$ cat config.mk
export PLATFORM = sky130hd
export DESIGN_NAME = gib_angle_div
export DESIGN_NICKNAME = d
export VERILOG_FILES = /design/src/rtl/gib_pkg.sv /design/src/rtl/gib_angle_div.sv
export SDC_FILE = /design/constraint.sdc
export NUM_CORES = 2
export LEC_CHECK = 0
export BUFFER_PORTS_ARGS = -buffer_cell sky130_fd_sc_hd__buf_2
export CORE_MARGIN = 4
export CORE_UTILIZATION = 65
export DETAILED_ROUTE_END_ITERATION = 10
export GPL_TIMING_DRIVEN = 0
export PLACE_DENSITY_LB_ADDON = 0.3
export SLEW_MARGIN = 20
export SYNTH_ARGS = -nofsm -noshare
export SYNTH_HDL_FRONTEND = slang
export SYNTH_SLANG_ARGS = --single-unit
$ cat constraint.sdc
create_clock -name clk -period 19 [get_ports clk]
set_input_delay 0.95 -clock clk [delete_from_list [all_inputs] [get_ports clk]]
set_output_delay 0.95 -clock clk [all_outputs]
set_load 0.005 [all_outputs]
$ cat src/rtl/gib_pkg.sv
`timescale 1ns / 1ps
// ----------------------------------------------------------------------------
// gib_pkg
// Shared constants, widths and the arctangent table for the bearing pipeline.
// ----------------------------------------------------------------------------
package gib_pkg;

  // Number of CORDIC micro-rotations (12 to 32).
  localparam int CORDIC_STEPS = 20;

  // Coordinate to binary angle: one full turn is 3600000000 coordinate units.
  localparam logic [31:0] TURN_UNITS = 32'd3600000000;
  // floor(2^63 / TURN_UNITS): the reciprocal of one turn, scaled by 2^63.
  localparam logic [31:0] DIV_RECIP = 32'd2562047788;

  // CORDIC gain compensation in Q30.
  localparam logic [31:0] CORDIC_GAIN = 32'd652032874;

  localparam logic [8:0] FULL_TURN_DEG = 9'd360;
  localparam logic [31:0] HALF_TURN_ANG = 32'h8000_0000;
  localparam logic [31:0] QUARTER_TURN_ANG = 32'h4000_0000;

  // Internal datapath widths of the rotation and vectoring engines.
  localparam int SC_W = 34;
  localparam int AT_W = 36;

  // Pipeline latencies in clock cycles.
  localparam int DIV_LAT = 5;
  localparam int SC_LAT = CORDIC_STEPS + 2;
  localparam int MUL_LAT = 3;
  localparam int AT_LAT = CORDIC_STEPS + 4;
  localparam int TOTAL_LAT = DIV_LAT + 1 + SC_LAT + MUL_LAT + AT_LAT;

  // atan(2^-i) as a binary angle, 2^32 per turn.
  function automatic logic [31:0] atan_entry(input logic [4:0] idx);
    logic [31:0] r;
    case (idx)
      5'd0: r = 32'h20000000;
      5'd1: r = 32'h12E4051E;
      5'd2: r = 32'h09FB385B;
      5'd3: r = 32'h051111D4;
      5'd4: r = 32'h028B0D43;
      5'd5: r = 32'h0145D7E1;
      5'd6: r = 32'h00A2F61E;
      5'd7: r = 32'h00517C55;
      5'd8: r = 32'h0028BE53;
      5'd9: r = 32'h00145F2F;
      5'd10: r = 32'h000A2F98;
      5'd11: r = 32'h000517CC;
      5'd12: r = 32'h00028BE6;
      5'd13: r = 32'h000145F3;
      5'd14: r = 32'h0000A2FA;
      5'd15: r = 32'h0000517D;
      5'd16: r = 32'h000028BE;
      5'd17: r = 32'h0000145F;
      5'd18: r = 32'h00000A30;
      5'd19: r = 32'h00000518;
      5'd20: r = 32'h0000028C;
      5'd21: r = 32'h00000146;
      5'd22: r = 32'h000000A3;
      5'd23: r = 32'h00000051;
      5'd24: r = 32'h00000029;
      5'd25: r = 32'h00000014;
      5'd26: r = 32'h0000000A;
      5'd27: r = 32'h00000005;
      5'd28: r = 32'h00000003;
      5'd29: r = 32'h00000001;
      5'd30: r = 32'h00000001;
      default: r = 32'h00000000;
    endcase
    return r;
  endfunction

endpackage

$ cat src/rtl/gib_angle_div.sv
`timescale 1ns / 1ps
// ----------------------------------------------------------------------------
// gib_angle_div
// Converts a coordinate in 1e-7 degree to a 32-bit binary angle by reciprocal
// multiplication with a single correction step, five pipeline stages.
// ----------------------------------------------------------------------------
module gib_angle_div import gib_pkg::*; (
  input  logic               clk,
  input  logic               rst,
  input  logic               in_valid,
  input  logic signed [31:0] coord,
  output logic               out_valid,
  output logic [31:0]        angle
);

  // Stage 0: magnitude and sign of the coordinate.
  logic        vld0;
  logic [31:0] mag0;
  logic        neg0;
  // Stage 1: product with the scaled reciprocal of one turn.
  logic        vld1;
  logic [62:0] prod1;
  logic [31:0] mag1;
  logic        neg1;
  // Stage 2: quotient estimate, at most one too low, and its back product.
  logic        vld2;
  logic [31:0] qe2;
  logic [63:0] back2;
  logic [31:0] mag2;
  logic        neg2;
  // Stage 3: corrected quotient.
  logic        vld3;
  logic [31:0] q3;
  logic        neg3;

  logic [31:0] qe1;
  logic [63:0] rem2;
  logic        ge2;

  assign qe1 = prod1[62:31];
  assign rem2 = {mag2, 32'd0} - back2;
  assign ge2 = (rem2 >= {32'd0, TURN_UNITS});

  always_ff @(posedge clk) begin
    if (rst) begin
      vld0 <= 1'b0;
      vld1 <= 1'b0;
      vld2 <= 1'b0;
      vld3 <= 1'b0;
      out_valid <= 1'b0;
    end else begin
      vld0 <= in_valid;
      vld1 <= vld0;
      vld2 <= vld1;
      vld3 <= vld2;
      out_valid <= vld3;
    end
  end

  always_ff @(posedge clk) begin
    mag0  <= coord[31] ? (32'd0 - coord) : coord;
    neg0  <= coord[31];
    prod1 <= 63'({32'd0, mag0} * {32'd0, DIV_RECIP});
    mag1  <= mag0;
    neg1  <= neg0;
    qe2   <= qe1;
    back2 <= {32'd0, qe1} * {32'd0, TURN_UNITS};
    mag2  <= mag1;
    neg2  <= neg1;
    q3    <= qe2 + {31'd0, ge2};
    neg3  <= neg2;
    angle <= neg3 ? (32'd0 - q3) : q3;
  end

endmodule

* After elaboration in Yosys (flattened, before gate mapping)
Cells that the tools add are included.
W data, S select, Z words.
** Word-level totals
- Register bits after elaboration :: 316
- Logic and storage cells :: 27
- Input port bits :: 35
** Cells by class
- Mux-type cells :: 2
- Add/subtract/negate cells :: 4
- Order comparisons :: 1
- Multiply operators :: 2
** Operator list (count)
- $ge A64 B32 Y1 const B :: 1
- $sub A1 B32 Y32 const A :: 2
- $sub A64 B64 Y64 :: 1
- $mul A32 B30 Y61 const B :: 1
- $mul A32 B22 Y54 const B :: 1
- $add A32 B1 Y32 :: 1
- $mux W32 :: 1
- $mux W31 :: 1

* Logic depth before layout (Yosys ltp)
- Depth in word-level cells :: 3
- Mapped depth :: 28
- Gate-level depth less buffers :: 28

* Worst setup path before layout
No wires, ideal clock.
- Kind :: register to register
- Start point :: register mag0[20]
- End point :: register prod1[51]
- Period minus slack after synthesis :: 7.608 ns
- Setup slack :: 11.392 ns
- Cell stages (with the launch flop) :: 28
- Setup time :: 0.127 ns
- Arrival :: 7.482 ns
- Required time :: 18.873 ns
- Cell sequence :: dfxtp_1 -> inv_1 -> fa_1 -> inv_1 -> fa_1 -> inv_1 -> fa_1 -> fa_1 -> inv_1 -> fa_1 -> fa_1 -> fa_1 -> inv_1 -> fa_1 -> inv_1 -> ha_1 -> a21o_1 -> a21o_1 -> a221o_1 -> a221o_1 -> a31oi_1 -> or2_2 -> o21a_1 -> nor2b_1 -> or2_2 -> a21oi_1 -> o21ai_0 -> xor2_1
** On the way
- Cells in the longest elaborated chain, start to end :: 1
** Ends and longest elaborated chain
- from (decl) :: RTL line gib_angle_div.sv:18 : logic [31:0] mag0;
- from (signal assigned) :: RTL line gib_angle_div.sv:61 : mag0 <= coord[31] ? (32'd0 - coord) : coord;
- $mul A32 B30 Y61 :: RTL line gib_angle_div.sv:63 : prod1 <= 63'({32'd0, mag0} * {32'd0, DIV_RECIP});
- to (signal assigned) :: RTL line gib_angle_div.sv:63
- to (decl) :: RTL line gib_angle_div.sv:22 : logic [62:0] prod1;
No other way between the ends.
A chain may end at the register's enable or synchronous reset.

* Worst setup path in the final report
- Start point :: register mag0[12]
- End point :: register prod1[62]
Same word-level chain as after synthesis.

==> results_dict.tcl <==
set metrics [dict create \
    status "complete, no violations" \
    routed_via_density 5.62 \
    postCtsSetupBuffers 0 \
    antennaDiodeCount 0 \
    die_y_um 250 \
    insertion_delay_ns 0.58 \
    end_kind "flip-flop" \
    post-route-period-util_pct 49.1 \
    synth_top_area_share_pct 37.0 \
    hold_end "mag2[14]" \
    grt_pass1_wl_um 148000 \
    cpLargestDelayFamily "adder cells" \
    globalplace.congestion 0.986 \
    finalHoldViolations 0 \
    cp.arrival_ns 9.74 \
    critPathMaxStageDelay_ns 0.83 \
    multi_input_area_um2 28500 \
    rsz0062_at_grt "no" \
    r2r_cells 25 \
    synthDistinctLibCells 71 \
    routed_wl_um 91100 \
    cp_data_required_time_ns 19.42 \
    final_cell_mix "981 x inv_1, 702 x fa_1, 661 x ha_1" \
    detail-route-antenna-nets 0 \
    syn_nets 5009 \
    yosys.area.top_type "fa_1" \
    finClkSkew_ns 0.0480 \
    cts_resized 0 \
    final.fill_count 4288 \
    finalSetupTns_ns 0 \
    worstMarginPinSlew_ns 0.930 \
    relSlewSlack_pct 38.0 \
    wire_per_inst_um 20.3 \
    cts_tree "done" \
    pin_count 68 \
    initial_utilization_pct 65.7 \
    r2r-end "prod1[62]" \
    holdPathStages 0 \
    htree_levels 2 \
    dr.pass1.iters 5 \
    worstHoldStart "mag1[14]" \
    nets 5112 \
    grt_pass1_vias 27594 \
    synth-main-ff-cell "dfxtp_1" \
    vias 25271 \
    critPathKind "reg -> reg" \
    ys_seq_elements 284 \
    worst-path-buf-inv 4 \
    grt_usage_pct 30.5 \
    postCtsHoldBufs 0 \
    antenna_found_initial 1 \
    crit_top_cell "fa_1" \
    hold_path.class "reg -> reg" \
    hpwl_um 78700 \
    r2r_slack_ns 9.67 \
    worstReg2RegStart "mag0[12]" \
    seq_area_frac_synth_pct 15.0 \
    synth_cells 3611 \
    core_area_um2 57800 \
    clock.fmax_mhz 107 \
    die_x_um 250 \
    async_reset_ff_share_pct 0 \
    grt_max_degree 13 \
    synth_area_um2 38000 \
    mostFrequentLayoutCell "inv_1" \
    rows 88 \
    synth_warnings 0 \
    setup_viol 0 \
    drtIter0Drc 1364 \
    final_layout_size_suffix_gt1_share_pct 3.61 \
    finalCriticalPeriod_ns 9.33 \
    register_area_um2 5690 \
    dieArea_um2 62400 \
    cts.path.max_buffers 3 \
    cts_inserted_buffers 34 \
    cpMaxStageDelayCell "dfxtp_1" \
    drv_slew 0 \
    syn_area_per_cell_um2 10.5 \
    cts.sinks 284 \
    worstPathMaxFanout 8 \
    maxCapViolCount 0 \
    root_buffer "clkbuf_16" \
    critPathLaunchType "flip-flop" \
    cts.clk_slew.worst_paths_ns 0.06 \
    port_buffers 67 \
    synth_area_leaders "fa_1 37%, ha_1 22%, dfxtp_1 15%" \
    post-route-drc-count 0 \
    grt_overflow_total 0 \
    synth_edf_count 0 \
    syn2layout_area_growth_pct 6.44 \
]
-- state kept, by name (all words and copies together) (netlist names) --
register	flops
angle	32
back2	51
mag0	32
mag1	32
mag2	32
neg0	1
neg1	1
neg2	1
neg3	1
out_valid	1
prod1	32
q3	32
qe2	32
vld0	1
vld1	1
vld2	1
vld3	1
-- kinds of logic after synthesis --
logic type                 synth area share [%]
AOI/OAI and AO/OA                          6.84
xor gates and xnor gates                   4.22
adders and majority gates                  58.8
buffers and inverters                      9.90
DFF                                        15.0
muxes                                    0.0791
and+or+nand+nor                            5.21
-- synth_stat cells, types with 6 or more instances --
master,count
nor4_1,16
o21ai_0,72
and4_1,6
inv_1,981
and3_1,20
nor3_1,25
nand3_1,35
dfxtp_1,284
a21o_1,60
clkbuf_1,20
ha_1,661
o31ai_1,20
nor2b_1,23
or4_1,13
a211oi_1,8
o211ai_1,6
a31oi_1,10
nand4_1,23
a21oi_1,118
o22ai_1,7
xnor2_1,148
nand2_1,91
xor2_1,35
nand2b_1,17
o41ai_1,10
fa_1,702
o21a_1,8
o21bai_1,26
or3_1,18
nor2_1,66
-- final cells by class --
type | instances | share of cell area (%)
plain buffers | 21 | 0.195
clock buffers | 44 | 2.30
clock inverters | 13 | 0.554
inverters | 981 | 9.11
multi-input cells | 2325 | 70.6
flip-flops and latches | 284 | 14.1
well taps | 765 | 2.37
repair buffers | 67 | 0.829
-- stage by stage --
stage | area, µm² | utilization (%) | hold WS (ns) | setup WS [ns] | std cells
after floorplan | 38000 | - | 0.310 | 11.39 | 3611
after global placement | 39300 | 67.9 | 0.310 | 9.85 | 4443
after detailed placement | 39300 | 67.9 | 0.312 | 9.76 | 4443
after CTS | 40400 | 69.9 | 0.292 | 9.74 | 4500
after global routing | 40400 | 69.9 | 0.305 | 9.24 | 4500
final | 40400 | 69.9 | 0.293 | 9.67 | 4500
-- worst max path at each step --
stage / from / end / slack, ns / cells past startpoint
floorplan: mag0[20] / prod1[51] / 11.39 / 27
global route: mag0[12] / prod1[62] / 9.24 / 25
CTS: mag0[12] / prod1[62] / 9.74 / 25
global placement: mag0[12] / prod1[62] / 9.85 / 25
detailed placement: mag0[12] / prod1[62] / 9.76 / 25
finish: mag0[12] / prod1[62] / 9.67 / 25
-- layer usage --
metal | wire (µm) | track usage [%] | up-vias
li1 | - | - | 11622
met1 | 35300 | 38.2 | 12495
met2 | 43600 | 51.3 | 858
met3 | 7430 | 6.91 | 296
met4 | 4740 | 12.8 | 0
met5 | 0 | 0 | -
Power is not shown: default switching activity piles up to over one toggle a cycle in this logic, so the estimate is an artifact.
